[config.mk]
export PLATFORM = sky130hd
export DESIGN_NAME = bpa_ctrl
export DESIGN_NICKNAME = d
export VERILOG_FILES = /design/src/rtl/bpa_pkg.sv /design/src/rtl/bpa_ctrl.sv
export VERILOG_INCLUDE_DIRS = /design/src /design/src/rtl
export SDC_FILE = /design/constraint.sdc
export NUM_CORES = 1
export LEC_CHECK = 0
export ABC_AREA = 0
export BUFFER_PORTS_ARGS = -buffer_cell sky130_fd_sc_hd__buf_4
export CAP_MARGIN = 20
export CELL_PAD_IN_SITES_DETAIL_PLACEMENT = 1
export CELL_PAD_IN_SITES_GLOBAL_PLACEMENT = 1
export CORE_UTILIZATION = 27
export CTS_CLUSTER_SIZE = 40
export DETAILED_ROUTE_END_ITERATION = 8
export GPL_ROUTABILITY_DRIVEN = 1
export PLACE_DENSITY_LB_ADDON = 0.1
export SLEW_MARGIN = 15
export SYNTH_ARGS = -nofsm -noshare
export SYNTH_HDL_FRONTEND = slang
export SYNTH_SLANG_ARGS = --single-unit
export TNS_END_PERCENT = 50
[constraint.sdc]
create_clock -name clock -period 1.5 [get_ports clock]
set_clock_uncertainty 0.15 [all_clocks]
set_input_delay 0.15 -clock clock [delete_from_list [all_inputs] [get_ports clock]]
set_output_delay 0.15 -clock clock [all_outputs]
set_load 0.005 [all_outputs]
[src/rtl/bitmap_page_allocator_macros.svh]
// Assertion macros used by the allocator controller.
`ifndef BITMAP_PAGE_ALLOCATOR_MACROS_SVH
`define BITMAP_PAGE_ALLOCATOR_MACROS_SVH

// Check a property on every clock edge outside reset.
`define BPA_ASSERT(label, prop, msg) \
   label: assert property (@(posedge clock) disable iff (reset) prop) else $error(msg);

// Check a property on every clock edge, reset included.
`define BPA_ASSERT_ALWAYS(label, prop, msg) \
   label: assert property (@(posedge clock) prop) else $error(msg);

`endif

[src/rtl/bpa_pkg.sv]
// Types and constants shared by the page allocator modules.
package bpa_pkg;

   typedef enum logic [1:0] {
      OP_ALLOC     = 2'd0,
      OP_FREE      = 2'd1,
      OP_MARK_USED = 2'd2,
      OP_MARK_FREE = 2'd3
   } op_type;

   typedef enum logic [1:0] {
      STAT_OK          = 2'd0,
      STAT_INVALID_ARG = 2'd1,
      STAT_INVALID_ADR = 2'd2,
      STAT_NO_MEMORY   = 2'd3
   } status_type;

   typedef enum logic [3:0] {
      S_CLEAR,
      S_IDLE,
      S_CHECK,
      S_VERIFY,
      S_SCAN_RD,
      S_SCAN_EV,
      S_MARK_RD,
      S_MARK_WR,
      S_DONE
   } state_type;

   // Commands from the controller to the datapath.
   typedef struct packed {
      logic load;
      logic check;
      logic verify;
      logic scan_rd;
      logic scan_ev;
      logic mark_rd;
      logic mark_wr;
      logic set_nomem;
   } cmd_type;

   // Status from the datapath to the controller.
   typedef struct packed {
      logic   clear_done;
      op_type op;
      logic   final_ok;
      logic   scan_done;
      logic   hit;
      logic   mark_done;
   } sts_type;

   // Width of a word index taken from a 32-bit byte address.
   localparam int WIW = 27;

endpackage

[src/rtl/bpa_ctrl.sv]
// Controller state machine of the page allocator.
`include "bitmap_page_allocator_macros.svh"

module bpa_ctrl
   import bpa_pkg::*;
(
   input  logic    clock,
   input  logic    reset,
   input  logic    req_tvalid,
   output logic    req_tready,
   output logic    rsp_tvalid,
   input  logic    rsp_tready,
   input  sts_type sts,
   output cmd_type cmd
);

   state_type state_ff, state_in;

   always_ff @(posedge clock) begin
      if (reset) begin
         state_ff <= S_CLEAR;
      end else begin
         state_ff <= state_in;
      end
   end

   always_comb begin
      state_in   = state_ff;
      cmd        = '0;
      req_tready = 1'b0;
      rsp_tvalid = 1'b0;
      unique case (state_ff)
         S_CLEAR: begin
            if (sts.clear_done) state_in = S_IDLE;
         end
         S_IDLE: begin
            req_tready = 1'b1;
            if (req_tvalid) begin
               cmd.load = 1'b1;
               state_in = S_CHECK;
            end
         end
         S_CHECK: begin
            cmd.check = 1'b1;
            state_in  = S_VERIFY;
         end
         S_VERIFY: begin
            cmd.verify = 1'b1;
            if (!sts.final_ok) state_in = S_DONE;
            else if (sts.op == OP_ALLOC) state_in = S_SCAN_RD;
            else state_in = S_MARK_RD;
         end
         S_SCAN_RD: begin
            if (sts.scan_done) begin
               cmd.set_nomem = 1'b1;
               state_in      = S_DONE;
            end else begin
               cmd.scan_rd = 1'b1;
               state_in    = S_SCAN_EV;
            end
         end
         S_SCAN_EV: begin
            cmd.scan_ev = 1'b1;
            state_in    = sts.hit ? S_MARK_RD : S_SCAN_RD;
         end
         S_MARK_RD: begin
            if (sts.mark_done) begin
               state_in = S_DONE;
            end else begin
               cmd.mark_rd = 1'b1;
               state_in    = S_MARK_WR;
            end
         end
         S_MARK_WR: begin
            cmd.mark_wr = 1'b1;
            state_in    = S_MARK_RD;
         end
         S_DONE: begin
            rsp_tvalid = 1'b1;
            if (rsp_tready) state_in = S_IDLE;
         end
         default: state_in = S_CLEAR;
      endcase
   end

   `BPA_ASSERT(a_accept_after_clear, (req_tvalid && req_tready) |-> sts.clear_done, "item taken during clear")
   `BPA_ASSERT(a_one_at_a_time, rsp_tvalid |-> !req_tready, "item taken with result pending")
   `BPA_ASSERT(a_rsp_taken_idle, (rsp_tvalid && rsp_tready) |=> (!rsp_tvalid && req_tready), "no return to idle")
   `BPA_ASSERT_ALWAYS(a_reset_quiet, reset |=> (!rsp_tvalid && !req_tready), "busy right after reset")

endmodule

==> metrics.md <==
| Metric | Value |
|---|---|
| Status | finished with violations |
| Failing checks | setup timing |
| Routed WL per cell | 14.7 um |
| Core box area | 1300 sq um |
| TritonCTS Buffers | 3 |
| DRT iter0 DRCs | 5 |
| Placed cells | 88 |
| Post-synth top area share | 21.4% |
| Drt drc | 0 |
| Final Hold Viols | 0 |
| Chip Height | 39.2 um |
| WL final | 1390 um |
| Global-route wire length before repair | 1890 um |
| Global route overflow | 0 |
| Final setup violation count | 4 |
| Fin nets | 93 |
| Mapped Cells | 49 |
| Vias in the first global route | 433 |
| FMAX | 651 MHz |
| CTS tree | done |
| Count of cell types in the netlist | 28 |
| Die area | 1540 sq um |
| Kind of critical path | register to register |
| Mapped Area | 374 sq um |
| Pwr/cell area | 707 nW/um^2 |
| Syn Area/Cell | 7.63 sq um |
| Antenna Nets Post-Route | 0 |
| Vias after detailed routing | 499 |
| Max-cap violations | 0 |
| Async SR Flop Fraction | 0% |
| Design area | 704 sq um |
| Slowest cell on crit path | or4b_4 |
| Final Max Tran Viols | 0 |
| WP buf/inv | 0 |
| CP arrival | 1.54 ns |
| Yosys warns | 0 |
| Worst EP required | 1.51 ns |
| CP Capture Type | register |
| Die W | 39.2 um |
| Total track usage | 19.8% |
| Initial antenna violation count | 0 |
| Io pins | 21 |
| Layout cells sized above 1 | 60.0% |
| Vias per cell | 5.25 |
| Hold WC Path Type | input pin to register |
| Cell chain of the critical path | or4b_4, a22oi_2, o21ai_1, a21oi_1 |
| Final HPWL DP | 933 um |
| ANT cells | 0 |
| CP peak stage delay | 0.54 ns |
| CTS clk-pin slew, worst paths | 0.04 ns |
| CTS root buf | clkbuf_4 |
| Tmin final | 1.54 ns |
| Final WS setup | -0.0367 ns |
| Area growth syn-to-layout | 88.3% |
| Slew at the pin with the worst max-slew slack | 0.265 ns |
| CTS HTree Levels | 1 |
| Final Power | 0.498 mW |
| DR pass1 iterations | 4 |
| Clock sink count | 4 |
| Max Root-Sink Buffers | 2 |
| Clk_lat worst skew | 0.24 ns |
| Worst Path Max Fanout | 5 |
| Syn Nets | 60 |
| Initial Util | 28.8% |
| Leakage power | 0.299 nW |
| FF+latch count, synth | 4 |
| Dpl cell area | 574 sq um |
| Rows | 13 |
| Worst vdd ir | 0.448 mV |
| Main synth FF type | dfxtp_1 |
| RSZ-0062 raised after global routing | yes |
| Final non-filler cell total | 95 |
| Post-route clock period utilization | 102% |
| Max FFs per register | 4 |
| Top flop regs | state_ff (4) |
| Final GP Congestion | 0.772 |
| EDFF count, synth | 0 |
| Critical Path Source Type | register |
| Slew headroom | 82.2% |
| CP top delay family | simple AND/OR/NAND/NOR gates |
| Synth top area cells | dfxtp_1, nand2b_1, nor3_1 |
| Synth area leader | dfxtp_1 |
| Largest Register | state_ff |
| Port Buf Inserts | 20 |
| Largest net degree at the start of global routing | 9 |
| Register area share after synthesis | 21.4% |
## where the power goes
group	leakage (nW)	internal, mW	switching [mW]	total (mW)
logic	0.250	0.127	0.103	0.230
registers	0.0349	0.117	0.0175	0.135
clock network	0.0138	0.0894	0.0433	0.133
total	0.299	0.334	0.164	0.498
## worst min-delay path, stage by stage
cell and delay [ns]:
buf_4 0.09, nand2b_1 0.09, a21oi_1 0.07
## final cells by class
class                           instances  area (sq um)
Clock buffer                            3          22.5
Fill cell                             171           597
Multi-Input combinational cell         41           330
Sequential cell                         4          90.1
Tap cell                               15          18.8
Timing Repair Buffer                   32           243
## synth_stat cells (2+ instances only)
cell type	number
nand2b_1	8
nor3_1	7
dfxtp_1	4
a21oi_1	3
buf_2	2
nand2_1	2
nor2_1	2
## cells by family after synthesis
group / share of synthesized area, %
AO/OA/AOI/OAI: 21.7
buffers and inverters: 7.69
flip-flops: 21.4
multiplexers: 2.68
AND/OR/NAND/NOR: 46.5
## layout by cell type (no fill, tap or decap)
cell           Yosys  routed
a31oi_1            1       1
nor4b_4            0       1
a21o_1             1       1
or4b_4             0       1
nor3_1             7       5
dfxtp_2            0       2
buf_4              1      31
a21oi_1            3       3
dfxtp_4            0       2
nand2b_4           0       2
nor3_4             0       1
dlygate4sd3_1      0       1
nor4_4             0       1
mux2i_1            1       1
clkbuf_4           0       3
nor2_2             1       1
nor3_2             0       1
nand2_1            2       2
a211oi_1           1       1
nor4b_2            1       1
a22oi_2            1       1
o21a_1             1       1
and2_1             1       1
nor3b_1            1       1
nand2b_1           8       6
nor2_1             2       2
o21ai_0            1       1
o211ai_1           1       1
o21ai_1            1       1
or3_1              1       1
or4_1              1       1
a22oi_1            1       1
## final timing paths
path,start,to,slack [ns],depth (start not counted)
max,state_ff[0],state_ff[0],-0.04,4
min,req_tvalid,state_ff[0],0.05,3
max reg2reg,state_ff[0],state_ff[0],-0.04,4
min reg2reg,state_ff[3],state_ff[0],0.44,3
## per-layer routing
metal  vias to the layer above  global-route usage (%)  share of wire [%]
met5                         -                       0                  0
li1                        246                       -                  -
met3                         0                    6.94                2.9
met2                        15                    32.5                 56
met1                       238                    22.0                 41
met4                         0                    10.3                  0
## per-stage QoR
stage	util [%]	TNS, ns	hold slack [ns]	setup slack, ns
after floorplan	-	0	0.0691	0.134
after global placement	44.1	0	0.191	0.0292
after detailed placement	44.1	-0.000162	0.187	-0.000162
after CTS	49.3	-0.0358	0.0533	-0.0292
after global routing	54.1	-0.345	0.0533	-0.0878
final	54.1	-0.0496	0.0508	-0.0367
## repair_timing
item | in CTS | in global routing
pin swaps | 0 | 3
cloned | 0 | 0
endpoints found under the setup margin | 9 | 8
endpoints found under the hold margin | 3 | 0
setup buffers | 0 | 3
gates resized for setup | 8 | 8
hold buffers | 1 | 0
No activity file was read; power rests on OpenSTA's default activity.
